--- src/sv/bbps_pkg.sv ---
// ----------------------------------------------------------------------------
// bbps_pkg
// Shared types and constants for the bicubic Bezier patch splitter.
// ----------------------------------------------------------------------------
package bbps_pkg;

  localparam int COORD_BITS  = 24;
  localparam int PATCH_PTS   = 16;
  localparam int OUT_PTS     = 64;
  localparam int OFIFO_DEPTH = 4;

  localparam int IDX_BITS   = $clog2(PATCH_PTS);
  localparam int N_BITS     = $clog2(OUT_PTS);
  localparam int OPTR_BITS  = $clog2(OFIFO_DEPTH);
  localparam int OCNT_BITS  = $clog2(OFIFO_DEPTH + 1);

  typedef logic signed [COORD_BITS-1:0] coord_t;

  typedef struct packed {
    coord_t x;
    coord_t y;
    coord_t z;
  } pt_t;

  // front to back: patch buffer status and read data
  typedef struct packed {
    pt_t  rdata;
    logic avail;
  } bbps_stat_t;

  // back to front: read address into the held patch and bank hand-back
  typedef struct packed {
    logic [IDX_BITS-1:0] rd_addr;
    logic                done_bank;
  } bbps_req_t;

  typedef enum logic [2:0] {
    ST_IDLE,
    ST_ROW_RD,
    ST_ROW_WAIT,
    ST_ROW_WR,
    ST_COL_RD,
    ST_COL_WAIT,
    ST_COL_WR,
    ST_EMIT
  } bbps_state_t;

endpackage

--- src/sv/bbps_front.sv ---
// ----------------------------------------------------------------------------
// bbps_front
// Collects control points into a two-bank patch buffer; a full bank is held
// for the back end until it hands the bank back.
// ----------------------------------------------------------------------------
module bbps_front import bbps_pkg::*; (
  input  logic       clk,
  input  logic       rst_n,
  input  logic       push,
  output logic       full,
  input  pt_t        in_pt,
  input  bbps_req_t  req,
  output bbps_stat_t stat
);

  pt_t                 buf_mem [2*PATCH_PTS];
  pt_t                 rdata_r;
  logic                wr_bank_r, wr_bank_nxt;
  logic                rd_bank_r, rd_bank_nxt;
  logic [IDX_BITS-1:0] wr_idx_r, wr_idx_nxt;
  logic [1:0]          bank_v_r, bank_v_nxt;
  logic                accept;

  assign full   = bank_v_r[wr_bank_r];
  assign accept = push && !full;

  always_comb begin
    wr_bank_nxt = wr_bank_r;
    rd_bank_nxt = rd_bank_r;
    wr_idx_nxt  = wr_idx_r;
    bank_v_nxt  = bank_v_r;
    if (accept) begin
      wr_idx_nxt = wr_idx_r + 1'b1;
      if (wr_idx_r == IDX_BITS'(PATCH_PTS - 1)) begin
        bank_v_nxt[wr_bank_r] = 1'b1;
        wr_bank_nxt           = !wr_bank_r;
      end
    end
    // the bank handed back is never the one being filled
    if (req.done_bank) begin
      bank_v_nxt[rd_bank_r] = 1'b0;
      rd_bank_nxt           = !rd_bank_r;
    end
  end

  always_ff @(posedge clk) begin
    if (!rst_n) begin
      wr_bank_r <= 1'b0;
      rd_bank_r <= 1'b0;
      wr_idx_r  <= '0;
      bank_v_r  <= '0;
    end else begin
      wr_bank_r <= wr_bank_nxt;
      rd_bank_r <= rd_bank_nxt;
      wr_idx_r  <= wr_idx_nxt;
      bank_v_r  <= bank_v_nxt;
    end
  end

  always_ff @(posedge clk) begin
    if (accept) begin
      buf_mem[{wr_bank_r, wr_idx_r}] <= in_pt;
    end
    rdata_r <= buf_mem[{rd_bank_r, req.rd_addr}];
  end

  assign stat.rdata = rdata_r;
  assign stat.avail = bank_v_r[rd_bank_r];

endmodule

--- config.mk ---
export PLATFORM = sky130hd
export DESIGN_NAME = bbps_front
export DESIGN_NICKNAME = d
export VERILOG_FILES = /design/src/sv/bbps_pkg.sv /design/src/sv/bbps_front.sv
export SDC_FILE = /design/constraint.sdc
export NUM_CORES = 2
export LEC_CHECK = 0
export BUFFER_PORTS_ARGS = -buffer_cell sky130_fd_sc_hd__buf_2
export CAP_MARGIN = 20
export CORE_MARGIN = 5
export CORE_UTILIZATION = 50
export CTS_BUF_LIST = sky130_fd_sc_hd__clkbuf_4 sky130_fd_sc_hd__clkbuf_8
export DETAILED_ROUTE_END_ITERATION = 8
export HOLD_SLACK_MARGIN = 0.03
export PLACE_DENSITY = 0.69
export REMOVE_ABC_BUFFERS = 1
export SYNTH_ARGS = -nofsm -noshare
export SYNTH_HDL_FRONTEND = slang
export SYNTH_SLANG_ARGS = --single-unit
--- constraint.sdc ---
create_clock -name clk -period 11.8 [get_ports clk]
set_input_delay 2.36 -clock clk [delete_from_list [all_inputs] [get_ports clk]]
set_output_delay 2.36 -clock clk [all_outputs]
set_load 0.005 [all_outputs]
==> Word level (Yosys, flattened, before mapping) <==
Memories as Yosys holds them, arrays and structs flattened. A register that Yosys moved wholly into a read port is not among the register bits.
Cells that the tools add are included.
{ "classes": {"add_sub_neg": 1, "mux": 13, "reduce_logical": 7, "n_eq_ne": 1, "bitwise_logic": 3, "order_cmp": 4} }
{ "op_table": {"columns": ["operator", "count"], "rows": [
  ["two-way mux 1 bit", 8],
  ["two-way mux 2 bit", 3],
  ["adder 4 x 1 -> 4 bit (second input constant)", 1],
  ["equality test 4 bit (second input constant)", 1],
  ["less-than comparator 1 x 2 -> 1 bit (second input constant)", 2],
  ["logical AND 1 bit", 3],
  ["zero test 1 bit", 3],
  ["AND 2 bit", 1],
  ["demux 1 bit (select 1 bit)", 2],
  ["greater-or-equal comparator 1 bit (second input constant)", 2],
  ["NOT 2 bit", 1],
  ["OR 2 bit", 1],
  ["AND reduction 2 bit", 1]
]} }
{ "totals": {"memories": 1, "mem_bits_rw": 2304, "regBits": 8, "wordCells": 34} }
{ "mem_list": {"columns": ["memory", "depth", "width", "read_ports", "rd_ports_with_merged_regs", "write_ports", "line_no", "rtl"], "rows": [
  ["buf_mem", 32, 72, 1, 1, 1, "bbps_front.sv:16", "pt_t buf_mem [2*PATCH_PTS];"]
]} }

==> Logic depth before layout (Yosys ltp) <==
{ "depth": {"ltp_word": 9, "depth_mapped": 9} }

==> Least setup slack after synthesis <==
OpenSTA, ideal clock, no wires.
{ "synth_path": {"kind": "in2reg", "from": "in push", "to": "reg bank_v_r[0]", "path_stages": 5, "path_slack_ns": 5.192, "arrival_time_ns": 6.535, "setup_time_ns": 0.074, "required_ns": 11.726, "cell_sequence": "and2_1 buf_2 nand2_1 nor2_1 o221a_2"} }
{ "synth_between": {"elab_chain_len": 4} }
{ "synth_rtl": {"columns": ["element", "line_no", "rtl"], "rows": [
  ["from (decl)", "bbps_front.sv:9", "input logic push,"],
  ["logical AND 1 bit (*)", "bbps_front.sv:25", "assign accept = push && !full;"],
  ["two-way mux 2 bit (*)", "bbps_front.sv:32", "if (accept) begin"],
  ["AND 2 bit (no source line)", null, null],
  ["two-way mux 2 bit (*)", "bbps_front.sv:40", "if (req.done_bank) begin"],
  ["to (signal assigned)", "bbps_front.sv:56", "bank_v_r <= bank_v_nxt;"],
  ["to (decl)", "bbps_front.sv:21", "logic [1:0] bank_v_r, bank_v_nxt;"]
]} }
Every way passes the cells marked *; elsewhere a longest branch is shown, timed or not.
A chain may end at the register's enable or synchronous reset.

==> flow_results.xml <==
<?xml version="1.0" encoding="UTF-8"?>
<metrics>
  <group name="layout">
    <metric name="final_nets" unit="">4255</metric>
    <metric name="share_of_layout_cells_above_drive_strength_1" unit="%">32.3</metric>
    <metric name="post_route_utilization" unit="%">56.9</metric>
    <metric name="area_delta_synth_final" unit="%">12.8</metric>
  </group>
  <group name="sta">
    <metric name="finalSetupTns" unit="ps">0</metric>
    <metric name="slew_at_the_pin_closest_to_its_max_slew_limit" unit="ps">1130</metric>
    <metric name="slew_headroom" unit="%">24.5</metric>
    <metric name="drv_slew" unit="">0</metric>
    <metric name="rsz0062_at_grt" unit="">false</metric>
    <metric name="finalSetupViolations" unit="">0</metric>
    <metric name="worst_clock_skew" unit="ps">110</metric>
    <metric name="max_freq" unit="MHz">192</metric>
    <metric name="setup_ws" unit="ps">6590</metric>
    <metric name="shortest_period_the_worst_path_allows" unit="ps">5210</metric>
    <metric name="final_count_of_hold_timing_violations" unit="">0</metric>
    <metric name="period_share" unit="%">44.1</metric>
  </group>
  <group name="synthesis">
    <metric name="synth_area_per_cell" unit="sq um">23.6</metric>
    <metric name="synthesis.instances" unit="">3731</metric>
    <metric name="synth-seq-cells" unit="">2384</metric>
    <metric name="yosysUniqueCellTypes" unit="">40</metric>
    <metric name="syn-cell-area" unit="sq um">87900</metric>
    <metric name="ys_async_sr_fraction" unit="%">0</metric>
    <metric name="number_of_enable_flip_flop_cells_after_synthesis" unit="">2304</metric>
    <metric name="yosysWarningCount" unit="">0</metric>
    <metric name="ys_seq_area_share" unit="%">80.6</metric>
    <metric name="most_instantiated_flip_flop_cell_in_the_synthesis_netlist" unit="">edfxtp_1</metric>
  </group>
  <group name="setup_path">
    <metric name="critPathRequiredTime" unit="ps">12740</metric>
    <metric name="sort_of_element_at_the_end_of_the_critical_path" unit="">flip-flop</metric>
    <metric name="largest_fanout_of_any_net_on_the_critical_path" unit="">70</metric>
    <metric name="timing_worst_setup_path_type" unit="">input port to flip-flop</metric>
    <metric name="setup.worst_path.start_class" unit="">input port</metric>
    <metric name="timing.critical_path.arrival" unit="ps">6140</metric>
  </group>
  <group name="clock_network">
    <metric name="clock_tree.root_cell" unit="">clkbuf_8</metric>
    <metric name="cts_setup_buffers" unit="">0</metric>
    <metric name="tritoncts_clock_tree" unit="">built</metric>
    <metric name="cts_htree_levels" unit="">5</metric>
    <metric name="clock_insertion_delay_worst_skew" unit="ps">1050</metric>
    <metric name="clkSlewWorstSetupHoldPaths" unit="ps">60</metric>
    <metric name="clock-sinks" unit="">2384</metric>
    <metric name="cts.repair.resized" unit="">0</metric>
    <metric name="max-clock-path-buffers" unit="">4</metric>
    <metric name="clock_buffer_count_from_cts" unit="">378</metric>
    <metric name="cts_hold_repair.buffers" unit="">0</metric>
  </group>
  <group name="floorplanning">
    <metric name="die_y" unit="microns">429</metric>
    <metric name="boundary_pins" unit="">154</metric>
    <metric name="start_util" unit="%">50.4</metric>
    <metric name="core_area" unit="sq um">174000</metric>
    <metric name="die_w" unit="microns">429</metric>
    <metric name="placementRows" unit="">153</metric>
    <metric name="die_area" unit="sq um">184000</metric>
  </group>
  <group name="flow_run">
    <metric name="drv.max_cap_violation_count" unit="">0</metric>
  </group>
  <group name="global_routing">
    <metric name="antenna_found_initial" unit="">23</metric>
    <metric name="grt-ovfl-total" unit="">0</metric>
    <metric name="grt_pass1_vias" unit="">43200</metric>
    <metric name="grt_pass1_wl" unit="microns">307000</metric>
    <metric name="track_usage" unit="%">23.1</metric>
    <metric name="grt_start_max_net_pins" unit="">92</metric>
  </group>
  <group name="power_and_ir_drop">
    <metric name="ir_worst_vdd" unit="mV">0.131</metric>
    <metric name="power.total" unit="mW">17.0</metric>
    <metric name="leakage" unit="nW">31.3</metric>
    <metric name="power.density_cell_area" unit="nW/um^2">172</metric>
  </group>
  <group name="route">
    <metric name="route.detailed.wl_per_inst" unit="microns">31.4</metric>
    <metric name="drtIter0Drc" unit="">5225</metric>
    <metric name="remaining_drc_errors" unit="">0</metric>
    <metric name="drt.antenna.violating_nets" unit="">0</metric>
    <metric name="routed_wl" unit="microns">214000</metric>
    <metric name="firstDrtPassIters" unit="">5</metric>
    <metric name="via_per_inst" unit="">6.20</metric>
    <metric name="route.vias.total" unit="">42200</metric>
  </group>
  <group name="placed_design">
    <metric name="dp_hpwl" unit="microns">105000</metric>
    <metric name="numPortBuffers" unit="">153</metric>
    <metric name="globalplace.congestion" unit="">0.728</metric>
    <metric name="pre_cts_ws" unit="ps">5490</metric>
  </group>
  <group name="outcome">
    <metric name="outcome" unit="">completed</metric>
  </group>
  <group name="hold_path">
    <metric name="hp-class" unit="">flip-flop to flip-flop</metric>
  </group>
</metrics>
-- layer usage --
layer	track usage (%)	vias to the layer above	part of all wire, %
li1	-	17000	-
met5	0	-	0.0061
met1	31.7	22600	38
met3	4.30	370	8.5
met2	38.1	2209	51
met4	7.35	2	2.9
-- synthesized netlist by cell type (10+ instances only) --
master | instances | area [sq um]
nand2_1 | 26 | 97.6
nor2_1 | 40 | 150
dfxtp_1 | 80 | 1600
a22oi_1 | 49 | 368
nor2b_1 | 13 | 81.3
clkbuf_1 | 75 | 282
buf_2 | 66 | 330
mux4_2 | 532 | 12000
nand3_1 | 35 | 175
buf_4 | 29 | 218
nor4_1 | 59 | 369
o22ai_1 | 236 | 1480
a221o_1 | 10 | 100
mux2i_1 | 86 | 861
buf_1 | 24 | 90.1
edfxtp_1 | 2304 | 69200
-- logic make-up (layout without fill, tap and decap cells) --
logic type	after synthesis	in the layout	synth area share (%)
AOI/OAI and AO/OA	315	315	2.37
xor gates and xnor gates	4	4	0.0399
adders and majority gates	4	4	0.0570
buffers and inverters	204	934	1.13
DFF	2384	2384	80.6
muxes	619	619	14.6
other	0	12	0
and+or+nand+nor	201	201	1.21
-- worst max-delay path: stages --
cell and delay [ps]:
buf_8 450, buf_4 750, buf_4 740, buf_4 660, mux4_2 400, a22oi_1 210, nand3_1 110, a221o_1 260
-- where the power goes --
part | switching (mW) | internal (mW)
Combinational | 0.456 | 0.281
Sequential | 0.0452 | 9.37
Clock | 3.10 | 3.77
-- state kept, by name, indices dropped and copies added (netlist names) --
name	count
buf_mem	2304
wr_bank_r	1
rd_bank_r	1
stat	72
wr_idx_r	4
bank_v_r	2
-- layout by cell type, fill, tap and decap left out, types with 3 or more instances in the layout --
cell        Yosys  routed
a21oi_1         7       7
and4_1          3       3
and2_1          7       7
diode_2         0      12
or2_2           3       3
mux4_2        532     532
a221oi_1        3       3
o22ai_1       236     236
buf_2          66     150
nand4_1         4       4
edfxtp_1     2304    2304
clkbuf_8        0     424
a22oi_1        49      49
nor2b_1        13      13
buf_4          29     106
a221o_1        10      10
nand3_1        35      33
clkinv_2        0      32
a31oi_1         3       3
buf_8           0       3
mux2i_1        86      86
inv_1           4       4
inv_6           0       3
nor4_1         59      58
bufinv_16       0       4
clkinv_1        0      73
xnor2_1         3       3
nor2_4          1      33
nand3b_1        3       3
nand2_2         0       6
a2111oi_0       3       3
nor2_1         40       8
ha_1            4       4
dfxtp_1        80      80
clkbuf_4        0     128
clkinvlp_4      0       5
nand2_1        26      20
-- through the flow --
stage | cell area [sq um] | std cells | hold slack, ps
3_5_place_dp | 91700 | 6116 | 518
5_1_grt | 99200 | 6794 | 558
4_1_cts | 99100 | 6786 | 532
6_report | 99200 | 6798 | 527
3_3_place_gp | 91700 | 6115 | 504
2_1_floorplan | 86900 | 3531 | 488
-- final timing paths --
| path | end | cells after the start | slack (ps) | startpoint |
|---|---|---|---|---|
| worst max-delay path | stat[72] | 8 | 6590 | req[3] |
| worst min-delay path | bank_v_r[1] | 1 | 530 | bank_v_r[1] |
| worst max register to register | buf_mem[16][27] | 6 | 7410 | wr_bank_r |
| worst min register to register | bank_v_r[1] | 1 | 530 | bank_v_r[1] |
-- area by class of cell --
| class | count | area (sq um) |
|---|---|---|
| sequential | 2384 | 70800 |
| fill | 12500 | 75200 |
| multi-input combinational | 1143 | 16400 |
| inverter | 4 | 15.0 |
| clock inverter | 118 | 629 |
| timing repair buffer | 260 | 1610 |
| antenna | 12 | 30.0 |
| tap | 2325 | 2910 |
| clock buffer | 552 | 6800 |
(Power assumes the default switching activity.)
